==> config.mk <==
export PLATFORM = sky130hd
export DESIGN_NAME = rtu_request_frame_receiver_core
export DESIGN_NICKNAME = d
export VERILOG_FILES = /design/src/rfr_pkg.sv /design/src/rfr_in_reg.sv /design/src/rfr_frame.sv /design/src/rfr_out_reg.sv /design/src/rtu_request_frame_receiver_core.sv
export SDC_FILE = /design/constraint.sdc
export NUM_CORES = 1
export LEC_CHECK = 0
export BUFFER_PORTS_ARGS = -buffer_cell sky130_fd_sc_hd__buf_2
export CAP_MARGIN = 10
export CORE_MARGIN = 1
export CORE_UTILIZATION = 58
export CTS_CLUSTER_DIAMETER = 120
export CTS_CLUSTER_SIZE = 16
export DETAILED_ROUTE_END_ITERATION = 10
export PLACE_DENSITY = 0.83
export SYNTH_ARGS = -nofsm -noshare
export SYNTH_HDL_FRONTEND = slang
export SYNTH_HIERARCHICAL = 1
export SYNTH_SLANG_ARGS = --single-unit
==> constraint.sdc <==
create_clock -name clk_i -period 5.2 [get_ports clk_i]
set_input_delay 0.78 -clock clk_i [delete_from_list [all_inputs] [get_ports clk_i]]
set_output_delay 0.78 -clock clk_i [all_outputs]
set_load 0.02 [all_outputs]
==> src/rfr_pkg.sv <==
// Shared types, constants and functions for the Modbus RTU request frame receiver.
// No dependencies; the RTL files refer to this package by scoped names, the testbench imports it.
package rfr_pkg;

  localparam int FRAME_LENGTH = 8;
  localparam int POS_W        = 4;                          // holds 0..FRAME_LENGTH
  localparam int BYTE_IDX_W   = $clog2(FRAME_LENGTH - 1);   // indexes stored bytes

  localparam logic [POS_W-1:0] POS_IDLE   = '0;
  localparam logic [POS_W-1:0] POS_FIRST  = POS_W'(1);
  localparam logic [POS_W-1:0] POS_CRC_LO = POS_W'(FRAME_LENGTH - 2);
  localparam logic [POS_W-1:0] POS_LAST   = POS_W'(FRAME_LENGTH - 1);
  localparam logic [POS_W-1:0] POS_DONE   = POS_W'(FRAME_LENGTH);

  localparam logic [15:0] CRC_INIT = 16'hFFFF;
  localparam logic [15:0] CRC_POLY = 16'hA001;

  // word kinds
  localparam logic KIND_BYTE = 1'b0;
  localparam logic KIND_TICK = 1'b1;

  // result status codes
  localparam logic [1:0] STATUS_SUPPORTED   = 2'd0;
  localparam logic [1:0] STATUS_UNSUPPORTED = 2'd1;
  localparam logic [1:0] STATUS_CRC_ERROR   = 2'd2;

  // register indexes
  localparam int CFG_IDX_W = 2;
  localparam logic [CFG_IDX_W-1:0] REG_STATION_ID = 2'd0;
  localparam logic [CFG_IDX_W-1:0] REG_GAP_TICKS  = 2'd1;
  localparam logic [CFG_IDX_W-1:0] REG_ALT_SET    = 2'd2;

  // function codes
  localparam logic [7:0] FC_READ_COILS     = 8'd1;
  localparam logic [7:0] FC_READ_HOLDING   = 8'd3;
  localparam logic [7:0] FC_READ_INPUT     = 8'd4;
  localparam logic [7:0] FC_WRITE_COIL     = 8'd5;
  localparam logic [7:0] FC_WRITE_REGISTER = 8'd6;
  localparam logic [7:0] FC_DIAGNOSTICS    = 8'd8;

  typedef struct packed {
    logic       kind;
    logic [7:0] rx_byte;
  } rfr_in_t;

  typedef struct packed {
    logic [1:0] status;
    logic [7:0] function_code;
    logic [7:0] first_word_high;
    logic [7:0] first_word_low;
    logic [7:0] second_word_high;
    logic [7:0] second_word_low;
  } rfr_out_t;

  typedef struct packed {
    logic [7:0] station_id;
    logic [7:0] gap_ticks;
    logic       alt_function_set;
  } rfr_cfg_t;

  // CRC-16/MODBUS, one byte, bitwise reflected form
  function automatic logic [15:0] crc_byte(input logic [15:0] crc, input logic [7:0] b);
    logic [15:0] c;
    c = crc ^ {8'h00, b};
    for (int k = 0; k < 8; k++) begin
      if (c[0]) begin
        c = (c >> 1) ^ CRC_POLY;
      end else begin
        c = c >> 1;
      end
    end
    return c;
  endfunction

  // zero is treated as one tick
  function automatic logic [7:0] gap_reload(input logic [7:0] gap_ticks);
    return (gap_ticks == 8'd0) ? 8'd1 : gap_ticks;
  endfunction

  function automatic logic is_supported(input logic [7:0] code, input logic alt_set);
    logic ok;
    ok = 1'b0;
    if (alt_set) begin
      case (code) inside
        FC_READ_COILS, FC_READ_HOLDING, FC_WRITE_COIL,
        FC_WRITE_REGISTER, FC_DIAGNOSTICS: ok = 1'b1;
        default:                            ok = 1'b0;
      endcase
    end else begin
      case (code) inside
        FC_READ_HOLDING, FC_READ_INPUT,
        FC_WRITE_REGISTER, FC_DIAGNOSTICS: ok = 1'b1;
        default:                            ok = 1'b0;
      endcase
    end
    return ok;
  endfunction

endpackage

==> src/rfr_in_reg.sv <==
// Input register stage: captures one word and holds it until the frame logic takes it.
// Depends on rfr_pkg.
module rfr_in_reg (
  input  logic            clk_i,
  input  logic            rst_ni,
  input  logic            valid_i,
  output logic            ready_o,
  input  rfr_pkg::rfr_in_t word_i,
  input  logic            take_i,
  output logic            valid_o,
  output rfr_pkg::rfr_in_t word_o
);

  logic             valid_q;
  rfr_pkg::rfr_in_t word_q;

  assign ready_o = !valid_q || take_i;
  assign valid_o = valid_q;
  assign word_o  = word_q;

  always_ff @(posedge clk_i or negedge rst_ni) begin
    if (!rst_ni) begin
      valid_q <= 1'b0;
    end else if (ready_o) begin
      valid_q <= valid_i;
    end
  end

  always_ff @(posedge clk_i) begin
    if (valid_i && ready_o) begin
      word_q <= word_i;
    end
  end

endmodule

==> src/rfr_frame.sv <==
// Frame assembly: position, gap timer, running CRC and stored frame bytes.
// Processes one word per take; depends on rfr_pkg.
module rfr_frame (
  input  logic              clk_i,
  input  logic              rst_ni,
  input  logic              take_i,
  input  rfr_pkg::rfr_in_t  word_i,
  input  rfr_pkg::rfr_cfg_t cfg_i,
  output logic              res_valid_o,
  output rfr_pkg::rfr_out_t res_o
);

  logic [rfr_pkg::POS_W-1:0] pos_q, pos_d;
  logic [7:0]                gap_q, gap_d;
  logic [15:0]               crc_q, crc_d;
  logic [7:0]                bytes_q [1:rfr_pkg::FRAME_LENGTH-2];
  logic                      store_byte;
  logic                      crc_ok;
  logic [7:0]                reload;

  assign reload = rfr_pkg::gap_reload(cfg_i.gap_ticks);
  assign crc_ok = (bytes_q[rfr_pkg::FRAME_LENGTH-2] == crc_q[7:0]) &&
                  (word_i.rx_byte == crc_q[15:8]);

  always_comb begin
    pos_d       = pos_q;
    gap_d       = gap_q;
    crc_d       = crc_q;
    store_byte  = 1'b0;
    res_valid_o = 1'b0;

    res_o.status           = crc_ok ?
        (rfr_pkg::is_supported(bytes_q[1], cfg_i.alt_function_set) ?
         rfr_pkg::STATUS_SUPPORTED : rfr_pkg::STATUS_UNSUPPORTED) :
        rfr_pkg::STATUS_CRC_ERROR;
    res_o.function_code    = bytes_q[1];
    res_o.first_word_high  = bytes_q[2];
    res_o.first_word_low   = bytes_q[3];
    res_o.second_word_high = bytes_q[4];
    res_o.second_word_low  = bytes_q[5];

    if (word_i.kind == rfr_pkg::KIND_TICK) begin
      if (gap_q != 8'd0) begin
        gap_d = gap_q - 8'd1;
        if (gap_q == 8'd1) begin
          pos_d = rfr_pkg::POS_IDLE;
        end
      end
    end else if (pos_q == rfr_pkg::POS_IDLE) begin
      gap_d = reload;
      if (word_i.rx_byte == cfg_i.station_id && gap_q == 8'd0) begin
        crc_d = rfr_pkg::crc_byte(rfr_pkg::CRC_INIT, word_i.rx_byte);
        pos_d = rfr_pkg::POS_FIRST;
      end
    end else if (pos_q < rfr_pkg::POS_LAST) begin
      gap_d      = reload;
      store_byte = 1'b1;
      if (pos_q < rfr_pkg::POS_CRC_LO) begin
        crc_d = rfr_pkg::crc_byte(crc_q, word_i.rx_byte);
      end
      pos_d = pos_q + rfr_pkg::POS_W'(1);
    end else if (pos_q == rfr_pkg::POS_LAST) begin
      gap_d       = reload;
      res_valid_o = 1'b1;
      pos_d       = crc_ok ? rfr_pkg::POS_DONE : rfr_pkg::POS_IDLE;
    end
    // done: bytes ignored until the gap expires

    if (!take_i) begin
      res_valid_o = 1'b0;
    end
  end

  always_ff @(posedge clk_i or negedge rst_ni) begin
    if (!rst_ni) begin
      pos_q <= rfr_pkg::POS_IDLE;
      gap_q <= 8'd0;
      crc_q <= rfr_pkg::CRC_INIT;
    end else if (take_i) begin
      pos_q <= pos_d;
      gap_q <= gap_d;
      crc_q <= crc_d;
    end
  end

  always_ff @(posedge clk_i) begin
    if (take_i && store_byte) begin
      bytes_q[pos_q[rfr_pkg::BYTE_IDX_W-1:0]] <= word_i.rx_byte;
    end
  end

endmodule

==> src/rfr_out_reg.sv <==
// Result register: holds one result word until the consumer takes it.
// Depends on rfr_pkg.
module rfr_out_reg (
  input  logic              clk_i,
  input  logic              rst_ni,
  input  logic              load_i,
  input  rfr_pkg::rfr_out_t word_i,
  output logic              space_o,
  output logic              valid_o,
  input  logic              ready_i,
  output rfr_pkg::rfr_out_t word_o
);

  logic              valid_q;
  rfr_pkg::rfr_out_t word_q;

  assign space_o = !valid_q || ready_i;
  assign valid_o = valid_q;
  assign word_o  = word_q;

  always_ff @(posedge clk_i or negedge rst_ni) begin
    if (!rst_ni) begin
      valid_q <= 1'b0;
    end else if (load_i) begin
      valid_q <= 1'b1;
    end else if (ready_i) begin
      valid_q <= 1'b0;
    end
  end

  always_ff @(posedge clk_i) begin
    if (load_i) begin
      word_q <= word_i;
    end
  end

endmodule

==> src/rtu_request_frame_receiver_core.sv <==
// Modbus RTU request frame receiver, top level. Uses rfr_pkg, rfr_in_reg,
// rfr_frame and rfr_out_reg.
//
// Takes a stream of words, each either one received serial byte or one timer
// tick, and assembles fixed 8-byte requests. Bytes not ignored reload a gap timer
// with gap_ticks (0 acts as 1); ticks count it down and expiry returns the
// frame to its start. A frame starts on a byte equal to station_id while the
// gap timer has run out. CRC-16/MODBUS runs over bytes 0..5, bytes 6 and 7
// must carry its low and high halves. The eighth byte yields one result word:
// status (supported, unsupported function, or CRC error) plus bytes 1..5.
// After a good frame further bytes are ignored until the gap expires.
// Rate: one word per clock while no result waits unread. A word is latched
// in the input register, then the frame logic (one 8-step CRC byte update)
// runs combinationally into the result register, loaded when the word is
// taken. Input stalls only while a result waits unread.
// Config: plain write port, index 0 station_id, 1 gap_ticks, 2
// alt_function_set; other indexes are dropped. Write only while idle.
module rtu_request_frame_receiver_core (
  input  logic                               clk_i,
  input  logic                               rst_ni,
  input  logic                               in_valid_i,
  output logic                               in_ready_o,
  input  rfr_pkg::rfr_in_t                   in_word_i,
  output logic                               out_valid_o,
  input  logic                               out_ready_i,
  output rfr_pkg::rfr_out_t                  out_word_o,
  input  logic                               cfg_we_i,
  input  logic [rfr_pkg::CFG_IDX_W-1:0]      cfg_index_i,
  input  logic [7:0]                         cfg_wdata_i
);

  rfr_pkg::rfr_cfg_t cfg_q;
  logic              item_valid;
  rfr_pkg::rfr_in_t  item;
  logic              out_space;
  logic              take;
  logic              res_valid;
  rfr_pkg::rfr_out_t res;

  // config registers
  always_ff @(posedge clk_i or negedge rst_ni) begin
    if (!rst_ni) begin
      cfg_q.station_id       <= 8'd1;
      cfg_q.gap_ticks        <= 8'd3;
      cfg_q.alt_function_set <= 1'b0;
    end else if (cfg_we_i) begin
      unique case (cfg_index_i)
        rfr_pkg::REG_STATION_ID: cfg_q.station_id       <= cfg_wdata_i;
        rfr_pkg::REG_GAP_TICKS:  cfg_q.gap_ticks        <= cfg_wdata_i;
        rfr_pkg::REG_ALT_SET:    cfg_q.alt_function_set <= cfg_wdata_i[0];
        default: ;
      endcase
    end
  end

  // a word is processed whenever the result register can take whatever it yields
  assign take = item_valid && out_space;

  rfr_in_reg u_in_reg (
    .clk_i   (clk_i),
    .rst_ni  (rst_ni),
    .valid_i (in_valid_i),
    .ready_o (in_ready_o),
    .word_i  (in_word_i),
    .take_i  (take),
    .valid_o (item_valid),
    .word_o  (item)
  );

  rfr_frame u_frame (
    .clk_i       (clk_i),
    .rst_ni      (rst_ni),
    .take_i      (take),
    .word_i      (item),
    .cfg_i       (cfg_q),
    .res_valid_o (res_valid),
    .res_o       (res)
  );

  rfr_out_reg u_out_reg (
    .clk_i   (clk_i),
    .rst_ni  (rst_ni),
    .load_i  (res_valid),
    .word_i  (res),
    .space_o (out_space),
    .valid_o (out_valid_o),
    .ready_i (out_ready_i),
    .word_o  (out_word_o)
  );

endmodule

# ---- After elaboration in Yosys (flattened, before gate mapping)
# Memories as Yosys holds them, arrays and structs flattened. A register that Yosys moved wholly into a read port is not among the register bits.
# Cells that the tools add are included.
dict set report totals {
  output_inout_bits 44
  ram_bits 48
  elab_cells 178
  inputBits 24
  n_memories 1
  reg_bits 66
}
dict set report op_classes {
  n_addsub 2
  magnitude_cmp 2
  n_bitwise 19
  muxes 99
  n_reduce_logical 26
  n_eq_ne 17
}
# name words word_bits read_ports rd_clocked_by_memory_dff write_ports line
set mem_list {}
lappend mem_list {u_frame.bytes_q 6 8 6 4 1 rfr_frame.sv:16} ;# logic [7:0] bytes_q [1:rfr_pkg::FRAME_LENGTH-2];
# op n
set ops {}
lappend ops {{16-bit 2-to-1 mux} 69}
lappend ops {{8-bit 2-to-1 mux} 6}
lappend ops {{2-bit NOT with 3-bit output} 16}
lappend ops {{4-bit 2-to-1 mux} 8}
lappend ops {{8-bit by 3-bit equality test with 1-bit output, second input constant} 3}
lappend ops {{8-bit equality test} 3}
lappend ops {{8-bit by 1-bit equality test with 1-bit output, second input constant} 2}
lappend ops {{8-bit zero test} 2}
lappend ops {{1-bit 2-to-1 mux} 16}
lappend ops {{8-bit NOT with 16-bit output} 1}
lappend ops {{16-bit by 8-bit bitwise XOR with 16-bit output} 1}
lappend ops {{5-bit AND reduction} 2}
lappend ops {{8-bit by 2-bit equality test with 1-bit output, second input constant} 1}
lappend ops {{8-bit by 4-bit equality test with 1-bit output, second input constant} 1}
lappend ops {{4-bit by 3-bit < comparator with 1-bit output, second input constant} 2}
lappend ops {{8-bit nonzero test} 1}
lappend ops {{8-bit by 1-bit subtractor with 8-bit output, second input constant} 1}
lappend ops {{2-bit AND reduction} 3}
lappend ops {{2-bit nonzero test} 3}
lappend ops {{1-bit logical AND} 5}
lappend ops {{5-bit OR reduction} 1}
lappend ops {{4-bit by 1-bit adder with 4-bit output, second input constant} 1}
lappend ops {{4-bit by 3-bit equality test with 1-bit output, second input constant} 1}
lappend ops {{4-bit zero test} 1}
lappend ops {{other kinds (12)} 15}

# ---- Depth between registers and ports, before layout
# Gate-level depths: netlist of run 1.
dict set report logic_depth {
  depth_word 48
  ltp_mapped 8
  mapped_depth_nobuf 7
}

# ---- Cells and area by module
# The synthesis of run 1 kept the hierarchy.
# module cells_each seq_area_each_um2 instances area_each_um2
set by_module_without_submodules {}
lappend by_module_without_submodules {rfr_frame 303 2162.1 1 3802.4}
lappend by_module_without_submodules {rfr_out_reg 45 1286.2 1 1308.8}
lappend by_module_without_submodules {rtu_request_frame_receiver_core 38 429.2 1 664.4}
lappend by_module_without_submodules {rfr_in_reg 13 295.3 1 324.1}

# ---- Worst setup path before layout of run 1
# No wires, ideal clock.
dict set report synth_timing {
  kind {input to register}
  startpoint {in out_ready_i}
  endpoint {reg u_out_reg.valid_q, in the netlist u_out_reg/valid_o}
  setup_time_ns 0.084
  path_slack_ns 0.548
  t_arrival_ns 4.568
  path_buffers 0
  required_time_ns 5.116
  cell_stages 5
  path_cell_list {nand2b_4 > and2_1 > nand2b_1 > nor3_1 > nand2b_2}
}
dict set report synth_between {
  elab_chain_cells 4
  word_cells_on_any_way 5
  cone_classes {mux (2); reduce/logical (3)}
}
# item line
set synth_rtl {}
lappend synth_rtl {{from (decl)} rtu_request_frame_receiver_core.sv:25} ;# input logic out_ready_i,
lappend synth_rtl {{1-bit logical OR *} rfr_out_reg.sv:17} ;# assign space_o = !valid_q || ready_i;
lappend synth_rtl {{1-bit logical AND *} rtu_request_frame_receiver_core.sv:57} ;# assign take = item_valid && out_space;
lappend synth_rtl {{net take} rtu_request_frame_receiver_core.sv:36} ;# logic take;
lappend synth_rtl {{1-bit 2-to-1 mux *} rfr_frame.sv:69} ;# if (!take_i) begin
lappend synth_rtl {{net res_valid} rtu_request_frame_receiver_core.sv:37} ;# logic res_valid;
lappend synth_rtl {{1-bit 2-to-1 mux / 2-bit nonzero test (equally long branches)} n/a}
lappend synth_rtl {{to (signal assigned)} rfr_out_reg.sv:23} ;# valid_q <= 1'b0;
lappend synth_rtl {{to (signal assigned)} rfr_out_reg.sv:25} ;# valid_q <= 1'b1;
lappend synth_rtl {{to (signal assigned)} rfr_out_reg.sv:27} ;# valid_q <= 1'b0;
lappend synth_rtl {{to (decl)} rfr_out_reg.sv:14} ;# logic valid_q;
# The timed path passes the listed nets; every way through them passes the cells marked *.
# A chain may end at the register's enable or synchronous reset.

# ---- Worst setup path after layout of run 1
dict set report layout_timing {
  startpoint {reg u_frame/pos_q[0] (netlist bit)}
  endpoint {mem u_frame.bytes_q[1][3] (enable)}
}
dict set report layout_between {
  elab_chain_cells 7
  word_cells_on_any_way 8
  cone_classes {order compare (1); mux (5); reduce/logical (2)}
}
# item line
set layout_rtl {}
lappend layout_rtl {{from (decl)} rfr_frame.sv:13} ;# logic [rfr_pkg::POS_W-1:0] pos_q, pos_d;
lappend layout_rtl {{from (signal assigned)} rfr_frame.sv:76} ;# pos_q <= rfr_pkg::POS_IDLE;
lappend layout_rtl {{from (signal assigned)} rfr_frame.sv:80} ;# pos_q <= pos_d;
lappend layout_rtl {{4-bit by 3-bit < comparator with 1-bit output} rfr_frame.sv:55} ;# end else if (pos_q < rfr_pkg::POS_LAST) begin
lappend layout_rtl {{1-bit 2-to-1 mux} rfr_frame.sv:55}
lappend layout_rtl {{1-bit 2-to-1 mux} rfr_frame.sv:49} ;# end else if (pos_q == rfr_pkg::POS_IDLE) begin
lappend layout_rtl {{1-bit 2-to-1 mux} rfr_frame.sv:42} ;# if (word_i.kind == rfr_pkg::KIND_TICK) begin
lappend layout_rtl {{1-bit logical AND} rfr_frame.sv:87} ;# if (take_i && store_byte) begin
lappend layout_rtl {{1-bit 2-to-1 mux} rfr_frame.sv:87}
lappend layout_rtl {{1-bit 2-to-1 mux (implied by the code)} rfr_frame.sv:88} ;# bytes_q[pos_q[rfr_pkg::BYTE_IDX_W-1:0]] <= word_i.rx_byte;
lappend layout_rtl {{to (decl)} rfr_frame.sv:16}
# Parallel ways exist; a longest one is shown, timed or not.

==> results.md, run 1 <==
* Clock Path Buffers at 2
* Worst-Margin Slew at around 1.1 ns
* P&R area growth vs syn at 17.0%
* Initial Util at 0.593
* Core Region at 10300 sq um
* Placed instance area at 6550 sq um
* Routed Wire Length at approximately 12000 um
* Nets at about 500
* Vias per std cell at 5.68
* Initial antenna violation count at 0
* Number of global-route vias before repair at 3493
* Run status: complete, no violations
* Worst IR Drop VDD at 0.312 mV
* I/O pins at 68
* # setup viols final at 0
* Synth unique cells at 57
* N_diodes at 0
* RSZ-0062 raised after global routing: no
* Site row count at 37
* Design Area, Final at 7140 sq um
* Clk sinks at 146
* Flop-to-flop setup slack at 2.44 ns
* Clock power frac at 0.315
* Htree depth at 4
* Drt first-iter violations at 297
* Internal power at 2620 uW
* Post-DRT Antenna Nets at 0
* Comb pwr share at 0.250
* Post-synth EDFFs at 99
* Avg Cell Area, Syn at 15.3 sq um
* Drt first pass iters at 5
* Cell taking the most area after synthesis: edfxtp_1
* R2R depth at 4
* Final core occ at 0.695
* Post-Route M1 WL at 4670 um
* Worst-path clk slew at 0.06 ns
* Critical R2R Launch: u_frame/pos_q[0]
* Fin crit share at 0.532
* Top post-synthesis cells by area: edfxtp_1 49%, dfrtp_1 11%, dfstp_2 8.2%, xnor2_1 3.7%, xor2_1 3.7%
* Syn_nets at between 400 and 500
* CP peak stage delay at about 0.86 ns
* Startpoint types: register
* Routed length per instance at 19.0 um
* CTS buffer count at 17
* Sequential Power Share at 0.435
* Post-CTS Setup Bufs at 0
* Final Hold Viols at 0
* Switching portion of total power at 0.317
* Max layer used: met4
* Detailed placement HPWL at 7550 um
* Hold WC Path Type: primary input to asynchronous set/reset pin
* Largest net degree at the start of global routing at 48
* Post-CTS Resized at 0
* Via count of the routed design at around 3500
* Post-synth ARST share at 0.322
* Most frequent cell after synthesis: edfxtp_1
* Max Cap Viol at 0
* Setup_tns at 0 ns
* Met3 WL post-DR at 711 um
* Overflow after GRT at 0
* First-pass GRT wire length at approximately 19000 um
* CTS Hold Bufs at 0
* Arrival time worst endpoint at between 2 and 3 ns
* Pwr per Cell Area at roughly 540 nW/um^2
* Maximum clock rate at 0.362 GHz
* WP data required at 5.34 ns
* Mapped cell area at 6100 sq um
* FF-to-FF End: u_frame/bytes_q[1][3]
* Port bufs at 67
* Final slew viol count at 0
* Slew margin rel. at 0.259
* Overall routing resource usage at 0.233
* Root Buffer: clkbuf_8
* #FFs+latches synth at 146
* Die Height at 105 um
* Worst Setup End Kind: register
* Top-area cell type share of the netlist area at 0.487
* Sum of buffers and inverters on the critical path at 0
* Post-synth top flop: edfxtp_1
* Share of layout cells above drive strength 1 at 0.326
* CTS tree: done
* Most frequent cells after synthesis: 99 x edfxtp_1, 28 x dfrtp_1, 26 x nor2_1, 26 x xnor2_1, 26 x xor2_1
* Max Fanout on Critical Path at 8
* Clk_skew at 0.00690 ns
* CP delay by family, top: simple AND/OR/NAND/NOR gates
* Gp weighted congestion at ~0.8
* Die width at 105 um
* DR WL met2 at approximately 6000 um
* Ys Warns at 6
* Sequential share of the synthesized area at 0.684
* Crit path max-delay cell type: nor3_1
* Post-synthesis instance total at around 400
* Leak at between 0.002 and 0.003 uW
* Setup CP Type: register to register
* Clock Latency Late Sink at 0.53 ns
* Period minus WS final at 2.76 ns
* P_sw at 1220 uW
* WHS at roughly 0.35 ns
* Critical path, cell by cell: ha_1 -> a21oi_1 -> nand3_1 -> nor3_1
* Die area at 10900 sq um
* Drc violations at 0
[state kept, by name, indices dropped and copies added (netlist names), 4 cells and up]
name and flops:
cfg_q 17, u_frame/bytes_q 48, u_frame/crc_q 16, u_frame/gap_q 8
u_frame/pos_q 4, u_in_reg/word_o 9, u_out_reg/word_o 42
[worst reg2reg max path: cells and delay by family, from the launching register on]
family                   cells  cell delay [ns]
AO/OA/AOI/OAI                1             0.59
adder cells (fa/ha/maj)      1             0.26
flip-flops                   1             0.42
AND/OR/NAND/NOR              2             1.12
[power by group through the flow]
stage / combinational, uW / clock (uW) / sequential, uW
floorplan: 834 / 0 / 1580
global placement: 896 / 0 / 1670
detailed placement: 924 / 0 / 1690
CTS: 950 / 1230 / 1670
global route: 1030 / 1270 / 1690
finish: 958 / 1210 / 1670
[how the worst max path moves through the flow]
stage	start	to	slack [ns]	depth (start not counted)
2_1_floorplan	out_ready_i	u_out_reg/valid_o	0.55	5
5_1_grt	u_frame/pos_q[0]	u_frame/bytes_q[1][1]	2.25	4
3_3_place_gp	out_ready_i	u_frame/pos_q[3]	2.25	7
6_report	u_frame/pos_q[0]	u_frame/bytes_q[1][3]	2.44	4
4_1_cts	u_frame/pos_q[0]	u_frame/bytes_q[1][3]	2.45	4
3_5_place_dp	out_ready_i	u_frame/pos_q[3]	2.15	7
[area by class of cell]
type	count	area, sq um
sequential	146	4170
fill	680	3140
multi-input combinational	232	1840
clock buffer	17	414
timing repair buffer	69	350
clock inverter	15	174
tap	136	170
inverter	6	22.5
[per-layer routing]
metal  track usage  up-vias
met4         0.106        0
met2         0.398      172
met3        0.0512       34
met1         0.283     1701
li1              -     1619
met5             0        -
[kinds of logic (layout without fill, tap and decap cells)]
kind of cell,count (synthesis),after routing,share of synthesized area
AND/OR/NAND/NOR,88,88,0.0898
adder cells (fa/ha/maj),5,5,0.0103
XOR/XNOR,56,56,0.0896
multiplexers,28,28,0.0515
flip-flops,146,146,0.684
buffers and inverters,21,107,0.0158
AO/OA/AOI/OAI,55,55,0.0589
[placed cells by master (no fill, tap or decap), types with 3 or more instances in the layout]
cell type,instances
or3_1,4
o21ai_0,11
nor4_1,7
o22ai_1,6
mux2_2,18
inv_8,3
nand2_1,7
dfrtp_1,28
mux2_1,9
nand3_1,9
nand4_1,3
ha_1,5
nor2_1,26
xnor3_1,3
edfxtp_1,99
clkbuf_16,16
xnor2_1,26
a21oi_1,24
inv_6,5
buf_2,67
clkinv_4,3
dfstp_2,19
xor2_1,26
nand2b_1,4
nor3_1,7
inv_1,6
[stage by stage]
step | cells | total power (uW) | setup slack (ns)
detailed placement | 589 | 2610 | 2.15
global route | 621 | 4000 | 2.25
floorplan | 399 | 2420 | 0.548
global placement | 589 | 2570 | 2.25
finish | 621 | 3840 | 2.44
CTS | 621 | 3840 | 2.45
Note: power is estimated with default switching activity, not from simulation.
==> run 2: changes to the inputs <==
Settings changed: CORE_UTILIZATION 58 to 52, PLACE_DENSITY 0.83 to 0.79.
Clock period 5.2 ns to 2.4 ns, I/O delays scaled along.
==> run 2 against run 1 <==
Compared with the run above:
- the flow now finishes with violations (hold timing)
- utilization shrank 5.0 points
- critical endpoint is now u_frame/crc_q[15]
- die area grew 11%
- combinational power grew 130%
- clock-buffer cell count is the same
- sequential share of layout area shrank 1.7 points
- highest routed layer unchanged
- register-to-register slack lost 2.3 ns
- maximum frequency grew 24%
- setup slack lost 2.3 ns
- flip-flop and latch count is the same
- critical path depth grew 1
==> results.md, run 2 (synthesis gave the netlist of run 1 again) <==
* Port bufs at 67 (unchanged)
* CP peak stage delay at 0.48 ns (-0.38 ns)
* First-pass GRT wire length at 19600 um (+5.0%)
* # setup viols final at 0 (unchanged)
* Nets at 523 (+4.4%)
* Final core occ at 0.644 (-0.0504)
* Core Region at 11400 sq um (+11%)
* Critical Path Start: u_in_reg/word_o[2]
* Root Buffer: clkbuf_16
* Drt first-iter violations at 313 (+5.4%)
* Clock Path Buffers at 2 (unchanged)
* Period minus WS final at 2.23 ns (-0.538 ns)
* Post-DRT Antenna Nets at 0 (unchanged)
* Max Fanout on Critical Path at 4 (-4)
* Die area at 12200 sq um (+11%)
* Site row count at 39 (+5.4%)
* Worst-path clk slew at 0.06 ns (about the same)
* Gp weighted congestion at 0.878 (+9.0%)
* Critical R2R Launch: u_in_reg/word_o[2]
* RSZ-0062 raised after global routing: no
* Vias per std cell at 5.69 (+0.28%)
* Share of layout cells above drive strength 1 at 0.355 (+0.0293)
* Max FFs per register at 48 (unchanged)
* CTS buffer count at 17 (unchanged)
* Largest net degree at the start of global routing at 44 (-8.3%)
* CTS Hold Bufs at 0 (unchanged)
* Pwr per Cell Area at 1140 nW/um^2 (+110%)
* CP delay by family, top: XOR/XNOR gates
* WP data required at 2.72 ns (-2.62 ns)
* Run status: finished with violations
* Number of global-route vias before repair at 3692 (+5.7%)
* Overflow after GRT at 0 (unchanged)
* Critical path, cell by cell: xnor2_1 -> xnor3_2 -> xor2_1 -> or3_1 -> o311ai_2
* Most common cell after layout, fill and taps aside: edfxtp_1
* Arrival time worst endpoint at 2.55 ns (-0.36 ns)
* Sum of buffers and inverters on the critical path at 0 (unchanged)
* Setup CP Type: register to register
* Initial antenna violation count at 0 (unchanged)
* Worst-Margin Slew at 0.694 ns (-0.417 ns)
* Routed Wire Length at 12500 um (+6.1%)
* Htree depth at 4 (unchanged)
* Violated checks: hold timing
* Clk_skew at 0.00815 ns (+0.00125 ns)
* Slew margin rel. at 0.537 (+0.278)
* Hold WC Path Type: primary input to asynchronous set/reset pin
* Max Cap Viol at 0 (unchanged)
* Startpoint types: register
* Drc violations at 0 (unchanged)
* Overall routing resource usage at 0.225 (-0.00765)
* Clk sinks at 146 (unchanged)
* Setup_tns at 0 ns (unchanged)
* Most frequent cells in the layout: 99 x edfxtp_1, 67 x buf_2, 28 x dfrtp_1
* WHS at -0.0140 ns (-0.363 ns)
* Die Height at 110 um (+5.5%)
* N_diodes at 0 (unchanged)
* Fin crit share at 0.928 (+0.396)
* Fill cell count at 786 (+16%)
* Via count of the routed design at 3701 (+5.0%)
* Leak at 0.00278 uW (+4.1%)
* Final Hold Viols at 28 (+28)
* Worst IR Drop VDD at 0.572 mV (+83%)
* I/O pins at 68 (unchanged)
* CTS tree: done
* Final slew viol count at 0 (unchanged)
* Drt first pass iters at 5 (unchanged)
* Routed length per instance at 19.2 um (+1.3%)
* Die width at 110 um (+5.5%)
* Clock Latency Late Sink at 0.42 ns (-0.11 ns)
* Worst Setup End Kind: register
* Maximum clock rate at 0.449 GHz (+24%)
* Detailed placement HPWL at 8390 um (+11%)
* P&R area growth vs syn at 20.6%
* Initial Util at 0.534 (-0.0593)
* Crit path max-delay cell type: edfxtp_1
run 2: worst paths after layout:
path / cells past startpoint / endpoint / slack (ns)
worst max-delay path: 5 / u_frame/crc_q[15] / 0.17
worst min-delay path: 1 / cfg_q[5] / -0.01
worst max register to register: 5 / u_frame/crc_q[15] / 0.17
worst min register to register: 0 / u_out_reg/word_o[13] / 0.42
max in group asynchronous: 2 / u_frame/crc_q[5] / 1.65
min in group clk_i: 1 / u_in_reg/word_o[4] / 0.12
run 2: final cells by class:
type,instances,area [sq um],share of cell area
clock buffer,17,425,0.0578
clock inverter,15,166,0.0226
inverter,6,22.5,0.00306
multi-input combinational,232,1850,0.252
sequential,146,4170,0.567
tap,143,179,0.0243
timing repair buffer,91,541,0.0735
run 2: repair_timing:
item / 4_1_cts / 5_1_grt
buffers inserted: 0 / 2
resized for setup: 0 / 1
setup endpoints to repair: 0 / 10
run 2: metrics by stage:
stage	std cells	power [uW]	area [sq um]	setup slack (ns)
2_1_floorplan	399	5240	6110	0.0399
3_3_place_gp	616	5630	6730	0.180
3_5_place_dp	616	5740	6730	0.0867
4_1_cts	648	8390	7320	0.0644
5_1_grt	650	8810	7360	0.0698
6_report	650	8410	7360	0.174
run 2: per-layer routing:
| metal | wire [um] | track usage |
|---|---|---|
| met5 | 0 | 0 |
| met4 | 221 | 0.0780 |
| met3 | 761 | 0.0617 |
| met2 | 6470 | 0.371 |
| met1 | 5030 | 0.287 |
run 2: report_power, final:
part | internal (uW) | switching, uW
Sequential | 3170 | 428
Clock | 1480 | 1140
Combinational | 1070 | 1140
Total | 5710 | 2700
